## config.mk

```make
export PLATFORM = sky130hd
export DESIGN_NAME = sorted_priority_queue
export DESIGN_NICKNAME = d
export VERILOG_FILES = /design/src/hdl/spq_pkg.sv /design/src/hdl/spq_cell.sv /design/src/hdl/sorted_priority_queue.sv
export SDC_FILE = /design/constraint.sdc
export NUM_CORES = 2
export LEC_CHECK = 0
export ABC_AREA = 0
export ABC_CLOCK_PERIOD_IN_PS = 6190
export BUFFER_PORTS_ARGS = -buffer_cell sky130_fd_sc_hd__buf_2
export CAP_MARGIN = 40
export CORE_MARGIN = 2
export CORE_UTILIZATION = 50
export DETAILED_ROUTE_END_ITERATION = 8
export PLACE_DENSITY = 0.78
export SYNTH_ARGS = -nofsm -noshare
export SYNTH_HDL_FRONTEND = slang
export SYNTH_SLANG_ARGS = --single-unit
```

## constraint.sdc

```tcl
create_clock -name clk -period 6.19 [get_ports clk]
set_input_delay 0.9285 -clock clk [delete_from_list [all_inputs] [get_ports clk]]
set_output_delay 0.9285 -clock clk [all_outputs]
set_load 0.03 [all_outputs]
```

## src/hdl/spq_pkg.sv

```systemverilog
// Shared types and codes for the sorted priority queue.
package spq_pkg;

    localparam int SPQ_VALUE_BITS    = 32;
    localparam int SPQ_PRIO_IN_BITS  = 8;
    localparam int SPQ_OCC_BITS      = 5;

    localparam logic [1:0] OP_PUSH  = 2'd0;
    localparam logic [1:0] OP_POP   = 2'd1;
    localparam logic [1:0] OP_CLEAR = 2'd2;

    localparam logic [1:0] ST_OK    = 2'd0;
    localparam logic [1:0] ST_EMPTY = 2'd1;
    localparam logic [1:0] ST_FULL  = 2'd2;

    typedef struct packed {
        logic [1:0]                          op;
        logic signed [SPQ_VALUE_BITS-1:0]    value;
        logic [SPQ_PRIO_IN_BITS-1:0]         priority_req;
    } spq_req_t;

    typedef struct packed {
        logic signed [SPQ_VALUE_BITS-1:0]    head_value;
        logic [SPQ_OCC_BITS-1:0]             occupancy;
        logic [1:0]                          status;
    } spq_rsp_t;

    // shift commands broadcast to every cell
    typedef struct packed {
        logic push_en;
        logic pop_en;
    } spq_cmd_t;

endpackage

```

## src/hdl/spq_cell.sv

```systemverilog
// One storage cell of the shift-register queue: holds one entry.
module spq_cell #(
    parameter int PRIORITY_BITS = 8
) (
    input  logic                                    clk,
    input  spq_pkg::spq_cmd_t                       cmd,
    input  logic                                    occupied,
    input  logic signed [spq_pkg::SPQ_VALUE_BITS-1:0] new_value,
    input  logic [PRIORITY_BITS-1:0]                new_prio,
    input  logic signed [spq_pkg::SPQ_VALUE_BITS-1:0] left_value,
    input  logic [PRIORITY_BITS-1:0]                left_prio,
    input  logic                                    left_ge,
    input  logic signed [spq_pkg::SPQ_VALUE_BITS-1:0] right_value,
    input  logic [PRIORITY_BITS-1:0]                right_prio,
    output logic signed [spq_pkg::SPQ_VALUE_BITS-1:0] value,
    output logic [PRIORITY_BITS-1:0]                prio,
    output logic                                    ge
);
    import spq_pkg::*;

    logic signed [SPQ_VALUE_BITS-1:0] value_reg;
    logic signed [SPQ_VALUE_BITS-1:0] value_next;
    logic [PRIORITY_BITS-1:0]         prio_reg;
    logic [PRIORITY_BITS-1:0]         prio_next;

    // entries at or above the new priority stay put; equal priorities keep arrival order
    assign ge    = occupied && (prio_reg >= new_prio);
    assign value = value_reg;
    assign prio  = prio_reg;

    always_comb
    begin
        value_next = value_reg;
        prio_next  = prio_reg;
        if (cmd.push_en)
        begin
            if (!ge)
            begin
                if (left_ge)
                begin
                    value_next = new_value;
                    prio_next  = new_prio;
                end
                else
                begin
                    value_next = left_value;
                    prio_next  = left_prio;
                end
            end
        end
        else if (cmd.pop_en)
        begin
            value_next = right_value;
            prio_next  = right_prio;
        end
    end

    always_ff @(posedge clk)
    begin
        value_reg <= value_next;
        prio_reg  <= prio_next;
    end

endmodule

```

## src/hdl/sorted_priority_queue.sv

```systemverilog
// Sorted priority queue: top level with count, control and result register.
//
// Usage: requests enter on req (req_valid/req_ready), one beat per operation:
// push, pop head or clear. Every request yields exactly one response beat on
// rsp (rsp_valid/rsp_ready) with the popped word, the occupancy after the
// operation and a status code.
// Storage is a row of CAPACITY cells. On a push every cell compares its
// priority with the new one in parallel and the entries behind the insertion
// point move one cell along; on a pop the whole row moves one cell towards the
// head.
// Latency: the response is registered and appears the cycle after the request
// beat. Throughput: one request per cycle while rsp_ready stays high.
// When the receiver stalls, the pending response is held and req_ready drops
// until it is taken; nothing is lost or reordered.
// Reset empties the queue (count to zero); cell contents are left as they
// are and are never read before being written.
// A push to a full queue is dropped with status full; a pop on an empty queue
// returns zero with status empty.
module sorted_priority_queue #(
    parameter int CAPACITY      = 16,
    parameter int PRIORITY_BITS = 8
) (
    input  logic              clk,
    input  logic              rst_n,
    input  logic              req_valid,
    output logic              req_ready,
    input  spq_pkg::spq_req_t req,
    output logic              rsp_valid,
    input  logic              rsp_ready,
    output spq_pkg::spq_rsp_t rsp
);
    import spq_pkg::*;

    localparam int CW = $clog2(CAPACITY + 1);

    logic [CW-1:0]  count_reg;
    logic [CW-1:0]  count_next;
    logic           rsp_valid_reg;
    logic           rsp_valid_next;
    spq_rsp_t       rsp_reg;
    spq_rsp_t       rsp_next;

    logic           accept;
    logic           full;
    logic           empty;
    spq_cmd_t       cmd;
    logic [PRIORITY_BITS-1:0] new_prio;
    logic [SPQ_OCC_BITS-1:0]  occ_next;

    logic signed [SPQ_VALUE_BITS-1:0] cell_value [CAPACITY];
    logic [PRIORITY_BITS-1:0]         cell_prio  [CAPACITY];
    logic                             cell_ge    [CAPACITY];

    assign req_ready = !rsp_valid_reg || rsp_ready;
    assign accept    = req_valid && req_ready;
    assign full      = (count_reg == CW'(CAPACITY));
    assign empty     = (count_reg == '0);

    assign cmd.push_en = accept && (req.op == OP_PUSH) && !full;
    assign cmd.pop_en  = accept && (req.op == OP_POP) && !empty;

    generate
        if (PRIORITY_BITS >= SPQ_PRIO_IN_BITS)
        begin : g_prio_wide
            assign new_prio = PRIORITY_BITS'(req.priority_req);
        end
        else
        begin : g_prio_narrow
            assign new_prio = req.priority_req[PRIORITY_BITS-1:0];
        end

        if (CW >= SPQ_OCC_BITS)
        begin : g_occ_trunc
            assign occ_next = count_next[SPQ_OCC_BITS-1:0];
        end
        else
        begin : g_occ_ext
            assign occ_next = SPQ_OCC_BITS'(count_next);
        end
    endgenerate

    genvar i;
    generate
        for (i = 0; i < CAPACITY; i++)
        begin : g_cell
            logic signed [SPQ_VALUE_BITS-1:0] left_value;
            logic [PRIORITY_BITS-1:0]         left_prio;
            logic                             left_ge;
            logic signed [SPQ_VALUE_BITS-1:0] right_value;
            logic [PRIORITY_BITS-1:0]         right_prio;

            if (i == 0)
            begin : g_head
                assign left_value = req.value;
                assign left_prio  = new_prio;
                assign left_ge    = 1'b1;
            end
            else
            begin : g_body
                assign left_value = cell_value[i-1];
                assign left_prio  = cell_prio[i-1];
                assign left_ge    = cell_ge[i-1];
            end

            // tail cell refills from itself on a pop; its content is beyond the count then
            if (i == CAPACITY - 1)
            begin : g_tail
                assign right_value = cell_value[i];
                assign right_prio  = cell_prio[i];
            end
            else
            begin : g_inner
                assign right_value = cell_value[i+1];
                assign right_prio  = cell_prio[i+1];
            end

            spq_cell #(
                .PRIORITY_BITS (PRIORITY_BITS)
            ) u_cell (
                .clk         (clk),
                .cmd         (cmd),
                .occupied    (count_reg > CW'(i)),
                .new_value   (req.value),
                .new_prio    (new_prio),
                .left_value  (left_value),
                .left_prio   (left_prio),
                .left_ge     (left_ge),
                .right_value (right_value),
                .right_prio  (right_prio),
                .value       (cell_value[i]),
                .prio        (cell_prio[i]),
                .ge          (cell_ge[i])
            );
        end
    endgenerate

    always_comb
    begin
        count_next          = count_reg;
        rsp_next            = rsp_reg;
        rsp_next.head_value = '0;
        rsp_next.status     = ST_OK;
        case (req.op)
            OP_PUSH:
            begin
                if (full)
                    rsp_next.status = ST_FULL;
                else
                    count_next = count_reg + 1'b1;
            end
            OP_POP:
            begin
                if (empty)
                    rsp_next.status = ST_EMPTY;
                else
                begin
                    count_next          = count_reg - 1'b1;
                    rsp_next.head_value = cell_value[0];
                end
            end
            OP_CLEAR:
                count_next = '0;
            default:
                count_next = count_reg;
        endcase
        if (!accept)
            count_next = count_reg;
        rsp_next.occupancy = occ_next;
        if (!accept)
            rsp_next = rsp_reg;

        rsp_valid_next = rsp_valid_reg;
        if (accept)
            rsp_valid_next = 1'b1;
        else if (rsp_ready)
            rsp_valid_next = 1'b0;
    end

    always_ff @(posedge clk or negedge rst_n)
    begin
        if (!rst_n)
        begin
            count_reg     <= '0;
            rsp_valid_reg <= 1'b0;
        end
        else
        begin
            count_reg     <= count_next;
            rsp_valid_reg <= rsp_valid_next;
        end
    end

    always_ff @(posedge clk)
    begin
        rsp_reg <= rsp_next;
    end

    assign rsp_valid = rsp_valid_reg;
    assign rsp       = rsp_reg;

    a_count_bound: assert property (@(posedge clk) disable iff (!rst_n)
        count_reg <= CW'(CAPACITY))
        else $error("queue count above capacity");

    a_pop_dec: assert property (@(posedge clk) disable iff (!rst_n)
        cmd.pop_en |=> count_reg == $past(count_reg) - 1'b1)
        else $error("pop did not shorten the queue");

    a_full_drop: assert property (@(posedge clk) disable iff (!rst_n)
        accept && req.op == OP_PUSH && full |=> $stable(count_reg) && rsp.status == ST_FULL)
        else $error("push to full queue not dropped");

    a_clear: assert property (@(posedge clk) disable iff (!rst_n)
        accept && req.op == OP_CLEAR |=> count_reg == '0)
        else $error("clear left entries behind");

    a_empty_zero: assert property (@(posedge clk) disable iff (!rst_n)
        rsp_valid && rsp.status == ST_EMPTY |-> rsp.head_value == '0)
        else $error("empty pop returned a word");

endmodule

```

==> flow_summary.toml <==
[worst_setup_path]
timing.rr.start = "count_reg[1]"
crit_path_start_kind = "input port"
arrival_ns = 4.44
critPathKind = "input port to flip-flop"
crit_buf_inv = 5
path_depth = 11
r2r-end = "g_cell[11].u_cell.value[5]"
crit_chain = "buf_2 -> inv_1 -> ha_1 -> and2_1 -> a221oi_1 -> o21ai_2 -> buf_4 -> and2_1 -> buf_4 -> o21ai_4 -> buf_4"
reg2regPathDepth = 8
cp-end-kind = "flip-flop"
slowest_delay_ns = 0.65
cp.required_ns = 6.50
crit_family = "buffers and inverters"
reg2reg_slack_ns = 2.67
slowest_stage = "inv_1"
cpMostUsedCell = "buf_4"
cp_max_fo = 41

[route]
drc = 0
viasPerCell = 6.84
wl_per_cell_um = 24.2
routed_wl_um = 113000
first_iter_violations = 3559
drt_pre_antenna_iters = 8
antenna_left = 0
via_count = 31800

[synthesis]
yosysSeqAreaShare_pct = 51.8
synth-seq-cells = 685
yosysWarnings = 0
synth_nets = 3873
syn_inst = 3693
synth_edf_count = 679
synth.avg_cell_area_um2 = 10.7
netlist_area_um2 = 39600
async_flop_share_pct = 0.876
synth_cell_type_count = 63
ys.flop_type = "edfxtp_1"

[clock_tree]
clock_latency_ns = 0.64
clock_sinks = 685
clock_path_buffers = 3
clk_pin_slew_ns = 0.06
cts_resized = 0
cts-htree-levels = 3
clockRootBuffer = "clkbuf_16"
cts_buffers = 74
postCtsSetupBuffers = 0
cts_tree = "built"
cts_hold_buf = 0

[floorplan]
die_area_um2 = 81500
die_y_um = 286
core_um2 = 78700
initial_utilization_pct = 50.3
die_w_um = 286
ioPinCount = 87
row_count = 103

[pwr]
ir_drop_mv = 0.235
powerDensity_nw_per_um2 = 343
switchingPower_uw = 5340
swShare_pct = 36.0
p_int_uw = 9480
combPwrFrac_pct = 28.4
power_leakage_uw = 0.0149
pwr-share-clk_pct = 29.3
p_seq_share_pct = 42.3

[place]
port_buffers = 86
dp_hpwl_um = 75600
routabilityCongestion = 0.874

[timing]
hold_viol = 0
timing.final.max_slew_violations = 0
setup_tns_ns = 0
timing.hold.ws_ns = 0.118
fin_crit_sh_pct = 66.8
setup_violations = 0
worst_pin_slew_ns = 0.927
layout_min_cycle_time_ns = 4.13
finClkSkew_ns = 0.0300
max_freq_mhz = 242
relSlewSlack_pct = 38.2
rsz0062_at_grt = "no"

[global_route]
grt_usage_pct = 26.7
grt_pass1_wl_um = 176000
antenna_found_initial = 2
globalRouteOverflowTotal = 0
first_global_vias = 31800
grt_max_degree = 169

[cells_and_area]
final_common_cell = "edfxtp_1"
final_cell_mix = "edfxtp_1, nand2_1, a21oi_1"
drive_gt1_share_pct = 11.7
area_delta_synth_final_pct = 8.87
nets = 3727
fill_cells = 6526
largest_reg_flops = 512

[job]
cap_viol_max_count = 0

[outcome]
status = "completed"

[worst_hold_path]
hp-class = "input port to asynchronous set/reset pin"
[metal layers]
metal	routed length, µm	track usage [%]	vias up
met5	14	0	-
met4	5400	13.7	2
met3	7110	3.05	368
met2	57500	46.6	1610
met1	42800	32.8	15700
li1	-	-	14100
[cell families after synthesis]
family / count (synthesis) / synth area share (%)
muxes: 40 / 1.14
DFF: 685 / 51.8
buffers and inverters: 452 / 5.05
and+or+nand+nor: 1014 / 12.1
AOI/OAI and AO/OA: 1368 / 25.7
adders and majority gates: 134 / 4.23
[power groups by stage]
stage                     Sequential, µW  Clock [µW]  Combinational [µW]
after floorplan                     6230           0                3030
after global placement              6360           0                3930
after detailed placement            6360           0                4080
after CTS                           6270        4380                4100
after global routing                6310        4550                4540
final                               6270        4340                4210
[cell usage after synthesis (41+ instances only)]
| cell type | instances | area, µm² |
|---|---|---|
| clkbuf_1 | 250 | 938 |
| edfxtp_1 | 679 | 20400 |
| a22oi_1 | 82 | 616 |
| nor3b_1 | 73 | 548 |
| o2111ai_1 | 52 | 455 |
| nand3_1 | 53 | 265 |
| nand2b_1 | 58 | 363 |
| and2_1 | 59 | 369 |
| buf_2 | 131 | 656 |
| a21oi_1 | 440 | 2200 |
| o31a_1 | 41 | 359 |
| nor2_1 | 67 | 251 |
| o21ai_0 | 52 | 260 |
| ha_1 | 134 | 1680 |
| a21o_1 | 61 | 458 |
| nand2_1 | 609 | 2290 |
| a221o_1 | 429 | 4290 |
| a31oi_1 | 52 | 325 |
[cell type report]
class	instances	area (µm²)	share of cell area [%]
clock inverters	43	342	0.792
repair buffers	201	1500	3.47
inverters	29	109	0.252
flip-flops and latches	685	20500	47.6
clock buffers	91	1940	4.49
well taps	1050	1310	3.04
multi-input cells	2556	17400	40.3
diodes	1	2.50	0.00580
[worst max-delay path by stage]
stage	from	end
finish	req[6]	g_cell[4].u_cell.value[9]
global route	req[6]	g_cell[4].u_cell.value[9]
CTS	req[6]	g_cell[4].u_cell.value[9]
detailed placement	req[6]	g_cell[4].u_cell.value[1]
global placement	req[6]	g_cell[6].u_cell.value[1]
floorplan	req[7]	g_cell[5].u_cell.prio[0]
[through the flow]
stage	area (µm²)	total power (µW)	util (%)	worst slack, ns	instances
after floorplan	39600	9250	-	0.227	3693
after global routing	43200	15400	54.8	1.87	4656
after detailed placement	40900	10400	51.9	1.49	4520
final	43200	14800	54.8	2.06	4656
after global placement	40600	10300	51.6	1.57	4507
after CTS	43100	14700	54.8	2.15	4654
Power figures use the tool's default switching activity.
